$ cat src/mbrx_pkg.sv
// ----------------------------------------------------------------------------
// mbrx_pkg: shared types, constants and functions
// Frame-phase codes, payload memory geometry, write-request struct and the
// byte-wide CRC-16 update used by the read response receiver.
// ----------------------------------------------------------------------------
`default_nettype none

package mbrx_pkg;

    // Payload geometry: bytes per frame, packed eight to a memory row
    localparam int PAYLOAD_BYTES = 16;
    localparam int LANES         = 8;
    localparam int LANE_W        = 3;
    localparam int PAY_ROWS      = 2;
    localparam int ROW_W         = 1;
    localparam int ROW_BITS      = 8 * LANES;

    // Byte counter must reach PAYLOAD_BYTES + 1 (CRC high byte)
    localparam int CNT_W = 5;
    localparam logic [CNT_W-1:0] CNT_CRC_LO = CNT_W'(PAYLOAD_BYTES);
    localparam logic [CNT_W-1:0] CNT_CRC_HI = CNT_W'(PAYLOAD_BYTES + 1);

    // Frame constants
    localparam logic [7:0]  READ_FUNCTION  = 8'h03;
    localparam logic [7:0]  BYTE_COUNT     = 8'(PAYLOAD_BYTES);
    localparam logic [15:0] CRC_POLY       = 16'hA001;
    localparam logic [15:0] CRC_INIT       = 16'hFFFF;
    localparam logic [7:0]  SLAVE_ADDR_RST = 8'h01;

    // Configuration port
    localparam int ADDR_W = 3;
    localparam logic [ADDR_W-1:0] REG_SLAVE_ADDR = 3'h0;

    typedef enum logic [1:0] {
        PH_IDLE  = 2'd0,
        PH_FUNC  = 2'd1,
        PH_COUNT = 2'd2,
        PH_BODY  = 2'd3
    } phase_t;

    // One byte-lane write into the payload memory
    typedef struct packed {
        logic              en;
        logic [ROW_W-1:0]  row;
        logic [LANE_W-1:0] lane;
        logic [7:0]        data;
    } pay_wr_t;

    // CRC-16, reflected, one byte per call
    function automatic logic [15:0] crc_feed(input logic [15:0] crc, input logic [7:0] b);
        logic [15:0] c;
        c = crc ^ {8'h00, b};
        for (int k = 0; k < 8; k++) begin
            c = c[0] ? ((c >> 1) ^ CRC_POLY) : (c >> 1);
        end
        return c;
    endfunction

    // Lanes at or beyond PAYLOAD_BYTES read as zero
    function automatic logic [PAY_ROWS*ROW_BITS-1:0] pay_mask();
        logic [PAY_ROWS*ROW_BITS-1:0] m;
        m = '0;
        for (int i = 0; i < PAY_ROWS * LANES; i++) begin
            m[i*8 +: 8] = (i < PAYLOAD_BYTES) ? 8'hFF : 8'h00;
        end
        return m;
    endfunction

endpackage

`default_nettype wire

$ cat src/mbrx_payload_mem.sv
// ----------------------------------------------------------------------------
// mbrx_payload_mem: payload byte store
// Two rows of eight byte lanes, one lane written per cycle; both rows read
// together with registered read data.
// ----------------------------------------------------------------------------
`default_nettype none

module mbrx_payload_mem (
    input  wire logic                                   clk,
    input  wire mbrx_pkg::pay_wr_t                      wr,
    input  wire logic                                   rd_en,
    output logic       [mbrx_pkg::ROW_BITS-1:0]         rd_low,
    output logic       [mbrx_pkg::ROW_BITS-1:0]         rd_high
);

    logic [mbrx_pkg::ROW_BITS-1:0] mem [mbrx_pkg::PAY_ROWS];
    logic [mbrx_pkg::ROW_BITS-1:0] rd_low_reg;
    logic [mbrx_pkg::ROW_BITS-1:0] rd_high_reg;

    always_ff @(posedge clk)
    begin
        if (wr.en)
        begin
            mem[wr.row][{3'(wr.lane), 3'd0} +: 8] <= wr.data;
        end
    end

    always_ff @(posedge clk)
    begin
        if (rd_en)
        begin
            rd_low_reg  <= mem[1'b0];
            rd_high_reg <= mem[1'b1];
        end
    end

    assign rd_low  = rd_low_reg;
    assign rd_high = rd_high_reg;

endmodule

`default_nettype wire

$ cat src/modbus_read_response_receiver_top.sv
// ----------------------------------------------------------------------------
// modbus_read_response_receiver_top: read holding registers response parser
// Parses received bytes into a response frame, checks the CRC-16 on the fly
// and emits one result item per finished frame.
// ----------------------------------------------------------------------------
// Usage:
//   rx channel  : one received byte per item (rx_valid/rx_ready/rx_byte).
//   out channel : one item per finished frame (out_valid/out_ready) with
//                 frame_status (0 good CRC, 1 mismatch), payload_low,
//                 payload_high and the wrapping good frame count.
//   APB port    : register 0 at address 0 holds slave_address, the lowest
//                 first byte taken as a frame address; reads return it.
// Throughput: one byte per cycle; a CRC high byte may stall. The CRC update is an unrolled
//   eight-step XOR network; payload bytes go one lane per cycle into a two-row memory.
// Latency: the result item is valid the cycle after the CRC high byte is
//   accepted. Both payload rows are read when the CRC low byte arrives, so
//   the read latency of the memory is hidden.
// Reset: slave_address returns to 1, the parser goes idle, the good frame
//   count clears and no result is pending. The payload memory is not cleared;
//   every frame writes all of its bytes before its result is built.
// Receiver stall: a pending result holds in the output register. All bytes
//   are still accepted except a CRC high byte, which waits until the pending
//   item is taken.
// ----------------------------------------------------------------------------
`default_nettype none

module modbus_read_response_receiver_top (
    input  wire logic                               clk,
    input  wire logic                               rst_n,
    // APB configuration port
    input  wire logic                               psel,
    input  wire logic                               penable,
    input  wire logic                               pwrite,
    input  wire logic [mbrx_pkg::ADDR_W-1:0]        paddr,
    input  wire logic [31:0]                        pwdata,
    output logic      [31:0]                        prdata,
    output logic                                    pready,
    // received byte channel
    input  wire logic                               rx_valid,
    output logic                                    rx_ready,
    input  wire logic [7:0]                         rx_byte,
    // result channel
    output logic                                    out_valid,
    input  wire logic                               out_ready,
    output logic                                    frame_status,
    output logic      [63:0]                        payload_low,
    output logic      [63:0]                        payload_high,
    output logic      [15:0]                        good_frames
);

    localparam logic [mbrx_pkg::PAY_ROWS*mbrx_pkg::ROW_BITS-1:0] PAY_MASK =
        mbrx_pkg::pay_mask();

    // ------------------------------------------------------------------
    // Configuration register
    // ------------------------------------------------------------------
    logic [7:0] slave_addr_reg;
    logic       cfg_wr;

    assign pready = 1'b1;
    assign cfg_wr = psel & penable & pwrite & pready & (paddr == mbrx_pkg::REG_SLAVE_ADDR);

    always_ff @(posedge clk or negedge rst_n)
    begin
        if (!rst_n)
        begin
            slave_addr_reg <= mbrx_pkg::SLAVE_ADDR_RST;
        end
        else if (cfg_wr)
        begin
            slave_addr_reg <= pwdata[7:0];
        end
    end

    always_comb
    begin
        prdata = '0;
        if (paddr == mbrx_pkg::REG_SLAVE_ADDR)
        begin
            prdata = {24'h0, slave_addr_reg};
        end
    end

    // ------------------------------------------------------------------
    // Parser state
    // ------------------------------------------------------------------
    mbrx_pkg::phase_t               phase_reg,    phase_next;
    logic [mbrx_pkg::CNT_W-1:0]     cnt_reg,      cnt_next;
    logic [15:0]                    crc_reg,      crc_next;
    logic [7:0]                     crc_lo_reg,   crc_lo_next;
    logic [15:0]                    good_cnt_reg, good_cnt_next;

    mbrx_pkg::pay_wr_t              pay_wr;
    logic                           pay_rd_en;
    logic [mbrx_pkg::ROW_BITS-1:0]  rd_low;
    logic [mbrx_pkg::ROW_BITS-1:0]  rd_high;

    logic                           is_final;
    logic                           in_fire;
    logic                           load_out;
    logic                           crc_good;
    logic [15:0]                    crc_upd;

    logic                           out_valid_reg;
    logic                           status_reg;
    logic [63:0]                    low_reg;
    logic [63:0]                    high_reg;
    logic [15:0]                    good_out_reg;

    // The CRC high byte completes a frame; hold it while a result is pending
    assign is_final = (phase_reg == mbrx_pkg::PH_BODY) && (cnt_reg == mbrx_pkg::CNT_CRC_HI);
    assign rx_ready = !is_final || !out_valid_reg || out_ready;
    assign in_fire  = rx_valid & rx_ready;
    assign load_out = in_fire & is_final;
    assign crc_upd  = mbrx_pkg::crc_feed(crc_reg, rx_byte);
    assign crc_good = (crc_lo_reg == crc_reg[7:0]) && (rx_byte == crc_reg[15:8]);

    always_ff @(posedge clk or negedge rst_n)
    begin
        if (!rst_n)
        begin
            phase_reg    <= mbrx_pkg::PH_IDLE;
            cnt_reg      <= '0;
            crc_reg      <= mbrx_pkg::CRC_INIT;
            crc_lo_reg   <= '0;
            good_cnt_reg <= '0;
        end
        else
        begin
            phase_reg    <= phase_next;
            cnt_reg      <= cnt_next;
            crc_reg      <= crc_next;
            crc_lo_reg   <= crc_lo_next;
            good_cnt_reg <= good_cnt_next;
        end
    end

    always_comb
    begin
        phase_next    = phase_reg;
        cnt_next      = cnt_reg;
        crc_next      = crc_reg;
        crc_lo_next   = crc_lo_reg;
        good_cnt_next = good_cnt_reg;
        pay_wr.en     = 1'b0;
        pay_wr.row    = cnt_reg[mbrx_pkg::LANE_W +: mbrx_pkg::ROW_W];
        pay_wr.lane   = cnt_reg[mbrx_pkg::LANE_W-1:0];
        pay_wr.data   = rx_byte;
        pay_rd_en     = 1'b0;

        case (phase_reg)
            mbrx_pkg::PH_IDLE:
            begin
                // drop bytes below the slave address
                if (in_fire && (rx_byte >= slave_addr_reg))
                begin
                    crc_next   = mbrx_pkg::crc_feed(mbrx_pkg::CRC_INIT, rx_byte);
                    cnt_next   = '0;
                    phase_next = mbrx_pkg::PH_FUNC;
                end
            end
            mbrx_pkg::PH_FUNC:
            begin
                if (in_fire)
                begin
                    if (rx_byte == mbrx_pkg::READ_FUNCTION)
                    begin
                        crc_next   = crc_upd;
                        phase_next = mbrx_pkg::PH_COUNT;
                    end
                    else
                    begin
                        phase_next = mbrx_pkg::PH_IDLE;
                    end
                end
            end
            mbrx_pkg::PH_COUNT:
            begin
                if (in_fire)
                begin
                    if (rx_byte == mbrx_pkg::BYTE_COUNT)
                    begin
                        crc_next   = crc_upd;
                        cnt_next   = '0;
                        phase_next = mbrx_pkg::PH_BODY;
                    end
                    else
                    begin
                        phase_next = mbrx_pkg::PH_IDLE;
                    end
                end
            end
            mbrx_pkg::PH_BODY:
            begin
                if (in_fire)
                begin
                    if (cnt_reg < mbrx_pkg::CNT_CRC_LO)
                    begin
                        // payload byte: store and fold into the CRC
                        pay_wr.en = 1'b1;
                        crc_next  = crc_upd;
                        cnt_next  = cnt_reg + 1'b1;
                    end
                    else if (cnt_reg == mbrx_pkg::CNT_CRC_LO)
                    begin
                        // CRC low byte: hold it and fetch both payload rows
                        crc_lo_next = rx_byte;
                        cnt_next    = cnt_reg + 1'b1;
                        pay_rd_en   = 1'b1;
                    end
                    else
                    begin
                        if (crc_good)
                        begin
                            good_cnt_next = good_cnt_reg + 16'd1;
                        end
                        cnt_next   = '0;
                        crc_next   = mbrx_pkg::CRC_INIT;
                        phase_next = mbrx_pkg::PH_IDLE;
                    end
                end
            end
            default:
            begin
                phase_next = mbrx_pkg::PH_IDLE;
            end
        endcase
    end

    mbrx_payload_mem u_payload_mem (
        .clk     (clk),
        .wr      (pay_wr),
        .rd_en   (pay_rd_en),
        .rd_low  (rd_low),
        .rd_high (rd_high)
    );

    // ------------------------------------------------------------------
    // Output register
    // ------------------------------------------------------------------
    always_ff @(posedge clk or negedge rst_n)
    begin
        if (!rst_n)
        begin
            out_valid_reg <= 1'b0;
        end
        else if (load_out)
        begin
            out_valid_reg <= 1'b1;
        end
        else if (out_ready)
        begin
            out_valid_reg <= 1'b0;
        end
    end

    always_ff @(posedge clk)
    begin
        if (load_out)
        begin
            status_reg   <= !crc_good;
            low_reg      <= rd_low & PAY_MASK[mbrx_pkg::ROW_BITS-1:0];
            high_reg     <= rd_high & PAY_MASK[mbrx_pkg::PAY_ROWS*mbrx_pkg::ROW_BITS-1:
                                               mbrx_pkg::ROW_BITS];
            good_out_reg <= good_cnt_next;
        end
    end

    assign out_valid    = out_valid_reg;
    assign frame_status = status_reg;
    assign payload_low  = low_reg;
    assign payload_high = high_reg;
    assign good_frames  = good_out_reg;

`ifndef SYNTH
    // A new result never overwrites one that has not been taken
    a_no_overwrite: assert property (@(posedge clk) disable iff (!rst_n)
        load_out |-> (!out_valid_reg || out_ready))
        else $error("result loaded over a pending item");

    // Byte counter never runs past the CRC high byte
    a_cnt_range: assert property (@(posedge clk) disable iff (!rst_n)
        cnt_reg <= mbrx_pkg::CNT_CRC_HI)
        else $error("byte counter out of range");

    // Payload rows are fetched exactly one byte before the frame ends
    a_rd_before_final: assert property (@(posedge clk) disable iff (!rst_n)
        pay_rd_en |=> is_final)
        else $error("payload read not followed by the CRC high byte phase");

    // Good count moves only on a frame with matching CRC
    a_good_cnt: assert property (@(posedge clk) disable iff (!rst_n)
        !(load_out && crc_good) |=> $stable(good_cnt_reg))
        else $error("good frame count changed without a good frame");

    // A delivered good frame reports the count after its increment
    a_good_out: assert property (@(posedge clk) disable iff (!rst_n)
        (load_out && crc_good) |=> (out_valid_reg && !status_reg
                                    && (good_out_reg == good_cnt_reg)))
        else $error("good frame result inconsistent with counter");
`endif

endmodule

`default_nettype wire
$ cat config.mk
export PLATFORM = sky130hd
export DESIGN_NAME = modbus_read_response_receiver_top
export DESIGN_NICKNAME = d
export VERILOG_FILES = /design/src/mbrx_pkg.sv /design/src/mbrx_payload_mem.sv /design/src/modbus_read_response_receiver_top.sv
export SDC_FILE = /design/constraint.sdc
export NUM_CORES = 1
export LEC_CHECK = 0
export BUFFER_PORTS_ARGS = -buffer_cell sky130_fd_sc_hd__buf_2
export CORE_MARGIN = 2
export CORE_UTILIZATION = 55
export CTS_CLUSTER_DIAMETER = 60
export DETAILED_ROUTE_END_ITERATION = 12
export HOLD_SLACK_MARGIN = 0.15
export PLACE_DENSITY = 0.79
export SLEW_MARGIN = 20
export SYNTH_ARGS = -nofsm -noshare
export SYNTH_HDL_FRONTEND = slang
export SYNTH_SLANG_ARGS = --single-unit
$ cat constraint.sdc
create_clock -name clk -period 40.3 [get_ports clk]
set_input_delay 8.06 -clock clk [delete_from_list [all_inputs] [get_ports clk]]
set_output_delay 8.06 -clock clk [all_outputs]
set_load 0.02 [all_outputs]
# Word-level counts from Yosys, hierarchy flattened
# Memories as Yosys holds them, arrays and structs flattened. A register that Yosys moved wholly into a read port is not among the register bits.
# Index checks and enable logic that the tools add are counted.
dict set report word_totals {
  mem_bits_rw 128
  word_cells 135
  in_bits 50
  register_bits 201
  memories 1
  output_inout_bits 180
}
# name words width read_ports rd_clocked_by_memory_dff wr line
set memory_table {}
lappend memory_table {u_payload_mem.mem 2 64 2 2 1 mbrx_payload_mem.sv:16} ;# logic [mbrx_pkg::ROW_BITS-1:0] mem [mbrx_pkg::PAY_ROWS];
dict set report op_classes {
  bitwise 24
  reduce_logical 16
  n_shift 2
  n_eq_ne 18
  mux 58
  n_lt_le_gt_ge 2
  addsub 3
}
# cell n
set op_table {}
lappend op_table {{$mux W16} 29}
lappend op_table {{$mux W64} 1}
lappend op_table {{$pmux W16 S4} 1}
lappend op_table {{$shift A8 B8 Y64 const A} 1}
lappend op_table {{$shiftx A8 B8 Y64} 1}
lappend op_table {{$not A2 Y3} 16}
lappend op_table {{$mux W5} 6}
lappend op_table {{$add A16 B1 Y16 const B} 1}
lappend op_table {{$eq A8 B8 Y1} 2}
lappend op_table {{$mux W2} 8}
lappend op_table {{$ne A2 B2 Y1 const B} 8}
lappend op_table {{$not A8 Y16} 1}
lappend op_table {{$xor A16 B8 Y16} 1}
lappend op_table {{$pmux W5 S3} 1}
lappend op_table {{$eq A5 B5 Y1 const B} 2}
lappend op_table {{$mux W1} 10}
lappend op_table {{$eq A8 B2 Y1 const B} 1}
lappend op_table {{$eq A8 B5 Y1 const B} 1}
lappend op_table {{$ge A8 B8 Y1} 1}
lappend op_table {{$mux W8} 1}
lappend op_table {{$neg A6 Y8} 1}
lappend op_table {{$pmux W2 S4} 1}
lappend op_table {{$reduce_and A7 Y1} 1}
lappend op_table {{$reduce_and A6 Y1} 1}
lappend op_table {{other kinds (16)} 26}

# Logic depth before layout (Yosys ltp)
dict set report logic_depth {
  word_depth 20
  ltp_mapped 12
  depth_no_buf 8
}

# Modules after synthesis
# From an unflattened synthesis, not the netlist that was laid out.
dict set report unflattened {
  cells_unflattened 932
  hier_area_um2 16826.1
}
# module seq_area_each_um2 n_inst cells_each area_each_um2
set by_module_without_submodules {}
lappend by_module_without_submodules {mbrx_payload_mem 7687.4 1 387 8544.4}
lappend by_module_without_submodules {modbus_read_response_receiver_top 5776.8 1 545 8281.7}

# Worst setup path before layout
# No wires, ideal clock.
dict set report synth_path {
  kind {input port to flip-flop}
  startpoint {in out_ready}
  endpoint {reg status_reg (netlist: frame_status), enable pin}
  n_path_buf 0
  slack_ps 15967
  required_ps 39242
  setup_time_ps 1058
  arrival_ps 23274
  cell_stages 3
  path_cell_list {nand4bb_4 > o211ai_1 > nor4b_1}
}
dict set report synth_via {
  elab_chain_len 3
}
# element line
set synth_rtl {}
lappend synth_rtl {{start: declaration} modbus_read_response_receiver_top.sv:44} ;# input wire logic out_ready,
lappend synth_rtl {{$logic_or A1 B1 Y1} modbus_read_response_receiver_top.sv:112} ;# assign rx_ready = !is_final || !out_valid_reg || out_ready;
lappend synth_rtl {{$and A1 B1 Y1} modbus_read_response_receiver_top.sv:113} ;# assign in_fire = rx_valid & rx_ready;
lappend synth_rtl {{$and A1 B1 Y1} modbus_read_response_receiver_top.sv:114} ;# assign load_out = in_fire & is_final;
lappend synth_rtl {{via load_out} modbus_read_response_receiver_top.sv:100} ;# logic load_out;
lappend synth_rtl {{end signal: assignment} modbus_read_response_receiver_top.sv:261} ;# status_reg <= !crc_good;
lappend synth_rtl {{end: declaration} modbus_read_response_receiver_top.sv:105} ;# logic status_reg;
# The timed path passes the listed nets, and every way through them passes these cells.
# A chain may end at the register's enable or synchronous reset.

# Final worst setup path
dict set report layout_path {
  startpoint {in out_ready}
  endpoint {out rx_ready}
}
dict set report layout_via {
  elab_chain_len 1
}
# element line
set layout_rtl {}
lappend layout_rtl {{$logic_or A1 B1 Y1} modbus_read_response_receiver_top.sv:112}
lappend layout_rtl {{end: declaration} modbus_read_response_receiver_top.sv:40} ;# output logic rx_ready,
# No other way between the ends.

==> run metrics <==
Starting DRT DRC Count=722; FP Rows=63; DP Wirelength=19100 um; most numerous cell in the Yosys netlist=edfxtp_1; hold buffers post-CTS=0; RSZ-0062 raised after global routing=false; met3 wire length=2040 um; Remaining DRCs=0; hold worst-path end=u_payload_mem.rd_high[33]; die width=178 um; Tcrit/Tclk final=42.5%; Syn. warnings=0; synthesized cell area=16600 um^2; worst reg2reg path depth=6; critical path type=in -> out; clock skew=0.0252 ns; H-Tree Level Count=2; FFs w/ async S/R, synth=12.3%; end of the worst register-to-register path=u_payload_mem.mem[1][43]; Synth cell types=56; required time worst endpoint=32.24 ns; syn_area_per_cell=17.9 um^2; initial antenna violation count=1; RR Startpoint=cnt_reg[0]; area of the core=29600 um^2; routed vias=8104; Rel. slew slack=39.7%; Tightest Pin Transition=0.904 ns; number of buffers added on ports=180; Post-Layout Inst Area=19200 um^2; ranking of synthesized cells by area=edfxtp_1, dfrtp_1, dfstp_2; CP Capture Type=primary output; Post-synth EDFFs=401; Sw Share=23.4%; met2 wire len=15100 um; largest net degree at the start of global routing=91; share of layout cells above drive strength 1=26.0%; Final min period=17.15 ns; area grow syn2layout=15.6%; Largest register FFs=128; FF+latch count, synth=457; first drt pass iteration count=5; final net count=1201; Hold Path Depth=0; Worst Min Path Start=u_payload_mem.mem[1][33]; clk slew on worst S/H paths=0.07 ns; setup TNS after final layout=0 ns; top sig layer=met4; Tightest Hold Check Type=reg -> reg; Psw=239 uW; Top reg by flops=u_payload_mem.mem; status=finished clean; LEAKAGE=0.00712 uW; CP max FO=4; Hold WS=0.412 ns; clk buf depth=3; WL per Instance=19.2 um; WL final=29800 um; overall power=1020 uW; placed instance area=17800 um^2; Post-CTS Setup Bufs=0; TritonCTS Buffers=43; Pint=783 uW; Global Route Usage Sum=19.0%; synth cell count leaders=edfxtp_1, and2_1, dfrtp_1, nand2_1, xor2_1; r2r setup slk=36.53 ns; die area=31500 um^2; register area share after synthesis=81.2%; gpl congestion=0.886; gr ovfl total=0; post-route ant nets=0; Max Cap Violations=0; peak supply drop=0.0000293 V; pwr dens=53.3 nW/um^2; first-pass GRT wire length=45200 um; post-CTS sizing=0; leading area contributor after synthesis=edfxtp_1; Clock power frac=36.1%; IO Count=230; Max Clk Rate=58.3 MHz; Worst-Skew Late Latency=0.54 ns; Final Core Density=64.7%; arrival time worst endpoint=9.09 ns; cells after synthesis=925; Post-synth top flop=edfxtp_1; Fin. Hold Viols=0; combinational share of power=11.4%; sequential power share=52.5%; CTS tree=done; initial cell density of the core=55.9%; Final Setup Violations=0; clk root buf=clkbuf_16; die height=178 um; post-synth top area share=72.6%; Num Clock Sinks=457; vias per inst=5.23; met1 WL=12100 um; Pins Over Slew Limit=0; vias in the first global route=8023; nature of the critical path startpoint=input port
-- critical path, stage by stage --
cell and delay, ns:
buf_2 0.14, nand4bb_4 0.28, or3_1 0.43, buf_2 0.18
-- worst max path at each step --
stage	from	end
after floorplan	out_ready	frame_status
after global placement	out_ready	rx_ready
after detailed placement	paddr[1]	prdata[4]
after CTS	paddr[1]	prdata[4]
after global routing	paddr[1]	prdata[1]
final	out_ready	rx_ready
-- cell families (layout without fill, tap and decap cells) --
| group | count (synthesis) | after routing | share of synthesized area (%) |
|---|---|---|---|
| flops | 457 | 457 | 81.2 |
| simple gates | 208 | 208 | 6.79 |
| buf+inv | 87 | 299 | 2.69 |
| compound gates | 66 | 66 | 2.60 |
| xor+xnor | 58 | 58 | 3.31 |
| fa+ha+maj | 24 | 24 | 1.81 |
| mux | 23 | 23 | 1.55 |
| other cells | 2 | 26 | 0.0453 |
-- layout by cell type, fill, tap and decap left out, drive strengths merged, types with 4 or more instances in the layout --
master    count
edfxtp      401
buf         189
clkbuf       54
and2         44
nand2        39
dfrtp        39
xor2         36
inv          34
nor3         33
nor2         29
conb         25
ha           24
nor4         22
o21ai        21
xnor2        19
mux2         18
clkinv       18
dfstp        17
a21oi        15
nand3        10
nand4         6
a31oi         6
and3          5
mux2i         5
o31ai         5
nand2b        4
clkinvlp      4
-- layer usage --
metal / track usage [%] / vias up
li1: - / 3799
met1: 25.3 / 3961
met2: 32.0 / 290
met3: 4.24 / 54
met4: 5.29 / 0
met5: 0 / -
-- final cells by class --
cell class / instances / area [um^2]
fill: 2065 / 10500
tap: 390 / 488
clock inverter: 24 / 155
antenna: 1 / 2.50
clock buffer: 54 / 1150
sequential: 457 / 13500
multi-input combinational: 404 / 2810
timing repair buffer: 189 / 985
inverter: 32 / 120
-- per-stage QoR --
| step | worst slack [ns] | instances |
|---|---|---|
| after global placement | 23.16 | 1471 |
| final | 23.15 | 1551 |
| after global routing | 23.01 | 1550 |
| after floorplan | 15.97 | 948 |
| after detailed placement | 23.15 | 1471 |
| after CTS | 23.15 | 1549 |
-- power groups by stage --
stage	registers, uW	logic [uW]	clock network, uW
2_1_floorplan	543	97.4	0
3_3_place_gp	546	112	0
3_5_place_dp	546	116	0
4_1_cts	536	116	377
5_1_grt	538	128	394
6_report	537	117	369
Note: power is estimated with default switching activity, not from simulation.
